**config.mk**
```make
export PLATFORM = sky130hd
export DESIGN_NAME = indexed_deque_engine_top
export DESIGN_NICKNAME = d
export VERILOG_FILES = /design/src/hdl/ideq_pkg.sv /design/src/hdl/indexed_deque_engine_top.sv
export SDC_FILE = /design/constraint.sdc
export NUM_CORES = 2
export LEC_CHECK = 0
export ABC_AREA = 1
export ABC_CLOCK_PERIOD_IN_PS = 11800
export BUFFER_PORTS_ARGS = -buffer_cell sky130_fd_sc_hd__buf_4
export CAP_MARGIN = 20
export CORE_MARGIN = 1.5
export CORE_UTILIZATION = 40
export DETAILED_ROUTE_END_ITERATION = 10
export SETUP_SLACK_MARGIN = 0.02
export SLEW_MARGIN = 25
export SYNTH_ARGS = -nofsm -noshare
export SYNTH_HDL_FRONTEND = slang
export SYNTH_SLANG_ARGS = --single-unit
```
**constraint.sdc**
```tcl
create_clock -name clk -period 11.8 [get_ports clk]
set_input_delay 3.54 -clock clk [delete_from_list [all_inputs] [get_ports clk]]
set_output_delay 3.54 -clock clk [all_outputs]
set_load 0.02 [all_outputs]
```
**src/hdl/ideq_pkg.sv**
```systemverilog
// ----------------------------------------------------------------------------
// ideq_pkg
// Shared constants, request and status codes and ring helpers for the
// indexed deque engine.
// ----------------------------------------------------------------------------
package ideq_pkg;

	localparam int DEPTH       = 32;
	localparam int VALUE_WIDTH = 32;
	localparam int RUN_LIMIT   = 32;

	localparam int PTR_W = $clog2(DEPTH);
	localparam int CNT_W = $clog2(DEPTH + 1);
	localparam int RUN_W = $clog2(RUN_LIMIT + 1);

	localparam int REQ_W     = 4;
	localparam int IDX_W     = 16;
	localparam int IN_VAL_W  = 32;
	localparam int STATUS_W  = 3;
	localparam int OUT_VAL_W = 32;
	localparam int LEN_W     = 6;
	localparam int ARITH_W   = IDX_W + 2;

	localparam int IN_RAW_W    = REQ_W + 2 * IDX_W + IN_VAL_W;
	localparam int IN_TDATA_W  = ((IN_RAW_W + 7) / 8) * 8;
	localparam int OUT_RAW_W   = STATUS_W + OUT_VAL_W + 1 + LEN_W;
	localparam int OUT_TDATA_W = ((OUT_RAW_W + 7) / 8) * 8;

	typedef logic [REQ_W-1:0]       req_t;
	typedef logic [STATUS_W-1:0]    status_t;
	typedef logic [PTR_W-1:0]       ptr_t;
	typedef logic [CNT_W-1:0]       cnt_t;
	typedef logic [VALUE_WIDTH-1:0] word_t;

	localparam req_t REQ_PUSH_L    = req_t'(0);
	localparam req_t REQ_PUSH_R    = req_t'(1);
	localparam req_t REQ_PUSH_L_EX = req_t'(2);
	localparam req_t REQ_PUSH_R_EX = req_t'(3);
	localparam req_t REQ_POP_L     = req_t'(4);
	localparam req_t REQ_POP_R     = req_t'(5);
	localparam req_t REQ_READ      = req_t'(6);
	localparam req_t REQ_WRITE     = req_t'(7);
	localparam req_t REQ_RANGE     = req_t'(8);
	localparam req_t REQ_TRIM      = req_t'(9);
	localparam req_t REQ_CLEAR     = req_t'(10);

	localparam status_t ST_OK      = status_t'(0);
	localparam status_t ST_NO_LIST = status_t'(1);
	localparam status_t ST_RANGE   = status_t'(2);
	localparam status_t ST_EMPTY   = status_t'(3);
	localparam status_t ST_FULL    = status_t'(4);

	// (head + pos) mod DEPTH, both operands below DEPTH
	function automatic ptr_t slot_of(ptr_t head, ptr_t pos);
		logic [PTR_W:0] s;
		s = {1'b0, head} + {1'b0, pos};
		if (s >= (PTR_W + 1)'(DEPTH))
			s = s - (PTR_W + 1)'(DEPTH);
		return s[PTR_W-1:0];
	endfunction

	function automatic ptr_t ptr_inc(ptr_t p);
		return (p == ptr_t'(DEPTH - 1)) ? '0 : p + ptr_t'(1);
	endfunction

	function automatic ptr_t ptr_dec(ptr_t p);
		return (p == '0) ? ptr_t'(DEPTH - 1) : p - ptr_t'(1);
	endfunction

endpackage

```
**src/hdl/indexed_deque_engine_top.sv**
```systemverilog
// ----------------------------------------------------------------------------
// indexed_deque_engine_top
// Ring-buffer list of words with push/pop at both ends, indexed read and
// write, range read, trim and clear.
// ----------------------------------------------------------------------------
// Push, write, trim, clear, an empty range read and every refused request
// complete in the cycle they are accepted and their result is registered for
// the next cycle. Pop and indexed read go through the element memory's
// registered read port, so the result passes the read-data register and then
// the output register. A range read issues one memory read per cycle and emits
// one element per cycle while the output is taken, up to RUN_LIMIT elements, the
// final one marked by m_tlast. A new request is taken once the block is idle, no
// read result is pending and the output register is free or being emptied. The
// element store needs no clearing after reset.
module indexed_deque_engine_top (
	input  logic                              clk,
	input  logic                              arst_n,
	input  logic                              s_tvalid,
	output logic                              s_tready,
	// req_type[3:0], first_index[19:4], second_index[35:20],
	// element_value[67:36], zero pad
	input  logic [ideq_pkg::IN_TDATA_W-1:0]   s_tdata,
	output logic                              m_tvalid,
	input  logic                              m_tready,
	// status[2:0], out_value[34:3], value_valid[35], list_length[41:36],
	// zero pad
	output logic [ideq_pkg::OUT_TDATA_W-1:0]  m_tdata,
	output logic                              m_tlast
);
	import ideq_pkg::*;

	localparam logic ST_IDLE  = 1'b0;
	localparam logic ST_SWEEP = 1'b1;

	logic state_q, state_n;

	word_t element_store_q [DEPTH];
	word_t rd_data_s1;

	ptr_t  head_q, head_n;
	cnt_t  cnt_q, cnt_n;
	logic  exists_q, exists_n;
	ptr_t  cursor_q, cursor_n;
	logic [RUN_W-1:0] remain_q, remain_n;

	logic  pend_s1, last_s1;
	logic [LEN_W-1:0] len_s1;

	logic  out_valid_q, out_last_q, out_vvalid_q;
	status_t out_status_q;
	logic [OUT_VAL_W-1:0] out_value_q;
	logic [LEN_W-1:0] out_len_q;

	logic  out_free, take;
	req_t  req;
	logic signed [IDX_W-1:0] a_in, b_in;
	word_t v_in;

	logic signed [ARITH_W-1:0] m_s, a_x, b_x, idx, ca, cb, span;
	logic  idx_ok, empty;
	logic [RUN_W-1:0] run_len;

	logic  mem_we, mem_re;
	ptr_t  mem_waddr, mem_raddr;
	word_t mem_wdata;

	logic  issue, issue_last;
	logic [LEN_W-1:0] issue_len;
	logic  ld;
	status_t ld_status;
	logic [LEN_W-1:0] ld_len;

	assign out_free = !out_valid_q || m_tready;
	assign s_tready = (state_q == ST_IDLE) && !pend_s1 && out_free;
	assign take     = s_tvalid && s_tready;

	assign req  = s_tdata[REQ_W-1:0];
	assign a_in = signed'(s_tdata[REQ_W +: IDX_W]);
	assign b_in = signed'(s_tdata[REQ_W + IDX_W +: IDX_W]);
	assign v_in = VALUE_WIDTH'(s_tdata[REQ_W + 2 * IDX_W +: IN_VAL_W]);

	// index and bound arithmetic
	always_comb begin
		m_s   = signed'(ARITH_W'(cnt_q));
		a_x   = ARITH_W'(a_in);
		b_x   = ARITH_W'(b_in);
		empty = (cnt_q == '0);

		idx    = (a_x < 0) ? a_x + m_s : a_x;
		idx_ok = (idx >= 0) && (idx < m_s);

		if (a_x < 0) begin
			ca = a_x + m_s;
			if (ca < 0)
				ca = '0;
		end else begin
			ca = a_x;
		end
		if (b_x < 0) begin
			cb = b_x + m_s;
			if (cb < 0)
				cb = '0;
		end else begin
			cb = b_x;
		end
		if (ca > m_s - 1)
			ca = m_s - 1;
		if (cb >= m_s - 1)
			cb = m_s - 1;

		span    = cb - ca + ARITH_W'(1);
		run_len = (span > ARITH_W'(RUN_LIMIT)) ? RUN_W'(RUN_LIMIT) : RUN_W'(span);
	end

	always_comb begin
		state_n    = state_q;
		head_n     = head_q;
		cnt_n      = cnt_q;
		exists_n   = exists_q;
		cursor_n   = cursor_q;
		remain_n   = remain_q;
		mem_we     = 1'b0;
		mem_re     = 1'b0;
		mem_waddr  = '0;
		mem_raddr  = '0;
		mem_wdata  = v_in;
		issue      = 1'b0;
		issue_last = 1'b1;
		issue_len  = LEN_W'(cnt_q);
		ld         = 1'b0;
		ld_status  = ST_OK;
		ld_len     = LEN_W'(cnt_q);

		if (take) begin
			unique case (req) inside
				REQ_CLEAR: begin
					exists_n = 1'b0;
					cnt_n    = '0;
					head_n   = '0;
					ld       = 1'b1;
					ld_len   = '0;
				end
				REQ_PUSH_L, REQ_PUSH_R, REQ_PUSH_L_EX, REQ_PUSH_R_EX: begin
					ld = 1'b1;
					if (!exists_q && (req == REQ_PUSH_L_EX || req == REQ_PUSH_R_EX)) begin
						ld_status = ST_NO_LIST;
						ld_len    = '0;
					end else if (cnt_q >= CNT_W'(DEPTH)) begin
						ld_status = ST_FULL;
					end else begin
						exists_n = 1'b1;
						mem_we   = 1'b1;
						if (!req[0]) begin
							head_n    = ptr_dec(head_q);
							mem_waddr = ptr_dec(head_q);
						end else begin
							mem_waddr = slot_of(head_q, ptr_t'(cnt_q));
						end
						cnt_n  = cnt_q + CNT_W'(1);
						ld_len = LEN_W'(cnt_q + CNT_W'(1));
					end
				end
				REQ_POP_L, REQ_POP_R, REQ_READ, REQ_WRITE, REQ_RANGE, REQ_TRIM: begin
					if (!exists_q) begin
						ld        = 1'b1;
						ld_status = ST_NO_LIST;
						ld_len    = '0;
					end else begin
						unique case (req) inside
							REQ_POP_L, REQ_POP_R: begin
								if (empty) begin
									ld        = 1'b1;
									ld_status = ST_EMPTY;
								end else begin
									mem_re    = 1'b1;
									issue     = 1'b1;
									cnt_n     = cnt_q - CNT_W'(1);
									issue_len = LEN_W'(cnt_q - CNT_W'(1));
									if (req == REQ_POP_L) begin
										mem_raddr = head_q;
										head_n    = ptr_inc(head_q);
									end else begin
										mem_raddr = slot_of(head_q, ptr_t'(cnt_q - CNT_W'(1)));
									end
								end
							end
							REQ_READ, REQ_WRITE: begin
								if (!idx_ok) begin
									ld        = 1'b1;
									ld_status = ST_RANGE;
								end else if (req == REQ_READ) begin
									mem_re    = 1'b1;
									issue     = 1'b1;
									mem_raddr = slot_of(head_q, idx[PTR_W-1:0]);
								end else begin
									mem_we    = 1'b1;
									mem_waddr = slot_of(head_q, idx[PTR_W-1:0]);
									ld        = 1'b1;
								end
							end
							REQ_RANGE: begin
								if (empty) begin
									ld        = 1'b1;
									ld_status = ST_RANGE;
								end else if (ca > cb) begin
									ld = 1'b1;
								end else begin
									mem_re     = 1'b1;
									issue      = 1'b1;
									mem_raddr  = slot_of(head_q, ca[PTR_W-1:0]);
									cursor_n   = ptr_inc(slot_of(head_q, ca[PTR_W-1:0]));
									remain_n   = run_len - RUN_W'(1);
									issue_last = (run_len == RUN_W'(1));
									if (run_len != RUN_W'(1))
										state_n = ST_SWEEP;
								end
							end
							default: begin
								ld = 1'b1;
								if (empty) begin
									ld_status = ST_RANGE;
								end else if (ca > cb) begin
									cnt_n  = '0;
									ld_len = '0;
								end else begin
									head_n = slot_of(head_q, ca[PTR_W-1:0]);
									cnt_n  = CNT_W'(span);
									ld_len = LEN_W'(span);
								end
							end
						endcase
					end
				end
				default: ;
			endcase
		end else if (state_q == ST_SWEEP && (!pend_s1 || out_free)) begin
			mem_re     = 1'b1;
			issue      = 1'b1;
			mem_raddr  = cursor_q;
			cursor_n   = ptr_inc(cursor_q);
			remain_n   = remain_q - RUN_W'(1);
			issue_last = (remain_q == RUN_W'(1));
			if (remain_q == RUN_W'(1))
				state_n = ST_IDLE;
		end
	end

	always_ff @(posedge clk) begin
		if (mem_we)
			element_store_q[mem_waddr] <= mem_wdata;
		if (mem_re)
			rd_data_s1 <= element_store_q[mem_raddr];
	end

	always_ff @(posedge clk or negedge arst_n) begin
		if (!arst_n) begin
			state_q     <= ST_IDLE;
			head_q      <= '0;
			cnt_q       <= '0;
			exists_q    <= 1'b0;
			cursor_q    <= '0;
			remain_q    <= '0;
			pend_s1     <= 1'b0;
			out_valid_q <= 1'b0;
		end else begin
			state_q  <= state_n;
			head_q   <= head_n;
			cnt_q    <= cnt_n;
			exists_q <= exists_n;
			cursor_q <= cursor_n;
			remain_q <= remain_n;

			if (issue)
				pend_s1 <= 1'b1;
			else if (pend_s1 && out_free)
				pend_s1 <= 1'b0;

			if ((pend_s1 && out_free) || ld)
				out_valid_q <= 1'b1;
			else if (m_tready)
				out_valid_q <= 1'b0;
		end
	end

	always_ff @(posedge clk) begin
		if (issue) begin
			last_s1 <= issue_last;
			len_s1  <= issue_len;
		end
		if (pend_s1 && out_free) begin
			out_status_q <= ST_OK;
			out_value_q  <= OUT_VAL_W'(rd_data_s1);
			out_vvalid_q <= 1'b1;
			out_len_q    <= len_s1;
			out_last_q   <= last_s1;
		end else if (ld) begin
			out_status_q <= ld_status;
			out_value_q  <= '0;
			out_vvalid_q <= 1'b0;
			out_len_q    <= ld_len;
			out_last_q   <= 1'b1;
		end
	end

	assign m_tvalid = out_valid_q;
	assign m_tlast  = out_last_q;
	assign m_tdata  = {(OUT_TDATA_W - OUT_RAW_W)'(0), out_len_q, out_vvalid_q,
		out_value_q, out_status_q};

endmodule

```
==> results.md <==
* Run status: finished, final reports clean
* Final #Nets at 5883
* Clock Skew at 88.1 ps
* Multi-input gate area at 0.0171 sq mm
* Clock Power Share at 24.6%
* Register area at 0.0338 sq mm
* Area after DPL at 0.0590 sq mm
* Post-synth EDFFs at 1102
* Hold Buf Count CTS at 0
* Synth Area per Inst at 9.89 sq um
* Largest net degree at the start of global routing at 154
* Critical Path RT at 12250 ps
* Psw at 5.88 mW
* Sequential share of power at 33.3%
* Max VDD drop at 0.000172 V
* Sw frac at 40.1%
* Critical path buffer and inverter count at 13
* Slack of the critical path at 1140 ps
* H-tree depth at 3
* CTS buffer count at 115
* Maximum capacitance violations at 0
* # resized after CTS at 0
* Iteration-0 DRC Markers at 4042
* Pins Over Slew Limit at 0
* Vias in the first global route at 38000
* Vias per std cell at 5.33
* Crit share post-route at 90.4%
* I/O pin count at 127
* Setup TNS at 0 ps
* Crit-path slowest cell: fa_1
* Cell mode on critical path: nand2_1
* Hold WS at 465 ps
* Post-CTS Setup Bufs at 0
* DIE WIDTH at 374 microns
* Row cnt at 135
* Finished Layout Cells at 7545
* Clock Latency Late Sink at 780 ps
* Fillers at 12600
* R2R setup slack at 2960 ps
* CP Capture Type: register
* Async SR Flop Fraction at 2.30%
* CTS Buffer Depth at 3
* CP arrival at 11110 ps
* Critical path startpoint: s_tdata[4]
* CTS tree: yes
* ANT nets after route at 0
* Int Pwr at 8.80 mW
* Largest stage delay, worst path at 390 ps
* First-pass GRT wire length at 245 mm
* Post-synthesis sequential area ratio at 61.5%
* Core box area at 0.136 sq mm
* Clk slew on worst S/H paths at 60 ps
* Router iterations before antenna repair at 5
* RSZ-0062 raised after global routing: no
* Post-synthesis instance total at 5561
* Final HPWL DP at 98.6 mm
* Tmin final at 10660 ps
* PortBufs at 116
* Logic gate share of total power at 42.1%
* Top_reg_cell synth: edfxtp_1
* Routed len/inst at 21.8 microns
* Leading area contributor after synthesis: edfxtp_1
* Final Hold Viols at 0
* CP Max Fanout at 33
* Leakage power at 26.0 nW
* Pwr dens at 234 mW/mm^2
* CTS sink cnt at 1132
* Initial cell density of the core at 40.4%
* Area Growth Syn to Fin at 14.0%
* Cell count after placement at 7332
* Share of layout cells above drive strength 1 at 9.17%
* Grt ovf at 0
* Die area at 0.140 sq mm
* Worst rel slew slack at 26.1%
* Top cell family by delay on the critical path: simple AND/OR/NAND/NOR gates
* Least-Margin Pin Slew at 1110 ps
* Count of different cell masters after synthesis at 58
* Main area contributors after synthesis: edfxtp_1 (60%), nand3_1 (10%), nand2_1 (9.3%)
* Total GRT Usage at 23.3%
* Drt total wl at 165 mm
* Setup Viol. Count Final at 0
* Hold path start: out_vvalid_q
* RR Startpoint: cnt_q[1]
* HP Class: reg2reg
* Antenna violations before repair at 8
* Design Area, Final at 0.0627 sq mm
* Place WS at 351 ps
* Top cell type's share of synthesized area at 60.2%
* Yosys warns at 0
* Routability cong. at 0.879
* Synth Register Bits at 1132
* Critical path class: in2reg
* DR vias at 40200
* Startpoint Class: primary input
* Peak Freq at 93.8 MHz
* Clock root cell: clkbuf_16
* Mapped cell area at 0.0550 sq mm
* Die height at 374 microns
* DR DRC count at 0
[power groups by stage]
| stage | logic, mW | clock network (mW) | registers, mW |
|---|---|---|---|
| floorplan | 3.97 | 0 | 4.96 |
| global placement | 6.11 | 0 | 4.97 |
| detailed placement | 6.15 | 0 | 4.97 |
| CTS | 6.18 | 3.66 | 4.89 |
| global route | 6.85 | 3.80 | 4.90 |
| finish | 6.18 | 3.61 | 4.89 |
[cell usage after synthesis, types with 12 or more instances]
cell / number
nand2_1: 1369
nand3_1: 1152
edfxtp_1: 1102
inv_1: 758
nor2_1: 179
nand3b_1: 132
ha_1: 131
buf_2: 112
o21ai_0: 101
a21oi_1: 94
clkbuf_1: 93
buf_1: 43
buf_4: 42
dfrtp_1: 26
xor2_1: 24
nand4_1: 21
nor3_1: 18
xnor2_1: 13
buf_6: 12
[through the flow]
stage,utilization (%),total power [mW]
after floorplan,-,8.93
after global placement,43.2,11.1
after detailed placement,43.4,11.1
after CTS,46.1,14.7
after global routing,46.1,15.6
final,46.1,14.7
[per-layer routing]
metal | part of all wire, % | global-route usage [%]
met3 | 8.4 | 4.71
met2 | 45 | 36.3
met5 | 0.028 | 0
met1 | 42 | 31.9
met4 | 3.9 | 8.83
[layout by cell type (no fill, tap or decap), drive strengths merged, types with 4 or more instances in the layout]
cell type	Yosys	routed
o221ai	4	4
ha	131	131
clkinvlp	0	5
a21oi	96	96
nand4	21	21
o22ai	10	10
nor2	185	185
inv	767	769
xor2	24	24
o31ai	7	7
nand3b	132	132
nor4	5	5
a22oi	5	5
a211oi	9	9
bufinv	0	9
nand3	1153	1153
clkinv	3	49
or2	11	11
a21o	4	4
dfrtp	26	26
nand2	1373	1373
xnor2	13	13
nor3	19	19
fa	8	8
o21ai	105	105
edfxtp	1102	1102
o211ai	10	10
dfxtp	4	4
a31oi	11	11
conb	1	6
buf	209	287
clkbuf	93	148
[tightest hold or removal path, delay by kind of cell (launching register included)]
kind | cells | cell delay [ps]
flip-flops | 1 | 320
AND/OR/NAND/NOR | 2 | 100
[area by class of cell]
type,instances,area share (%)
Timing Repair Buffer,287,4.73
Clock buffer,148,4.84
Sequential cell,1132,53.9
Inverter,770,4.61
Antenna cell,3,0.0120
Clock inverter,62,1.04
Tap cell,1781,3.55
Multi-Input combinational cell,3362,27.3
[state kept, by name, summed over array words and instances (netlist names)]
name,flops
element_store_q,1024
rd_data_s1,32
head_q,5
remain_q,6
cnt_q,6
last_s1,1
cursor_q,5
out_len_q,6
out_status_q,3
len_s1,6
out_value_q,32
m_tvalid,1
m_tlast,1
pend_s1,1
exists_q,1
state_q,1
out_vvalid_q,1
[cells by family (layout without fill, tap and decap cells)]
| group | after synthesis | in the layout | share of synthesized area, % |
|---|---|---|---|
| flops | 1132 | 1132 | 61.5 |
| compound gates | 279 | 279 | 2.95 |
| fa+ha+maj | 139 | 139 | 3.27 |
| buf+inv | 1072 | 1267 | 8.02 |
| simple gates | 2901 | 2901 | 23.6 |
| other cells | 1 | 9 | 0.00682 |
| xor+xnor | 37 | 37 | 0.589 |
[final timing paths]
path,cells past startpoint,endpoint
max in group asynchronous,1,remain_q[0]
min,2,out_vvalid_q
min in group asynchronous,1,cnt_q[5]
max,53,rd_data_s1[4]
min reg2reg,2,out_vvalid_q
max reg2reg,46,last_s1
Note: power is estimated with default switching activity, not from simulation.
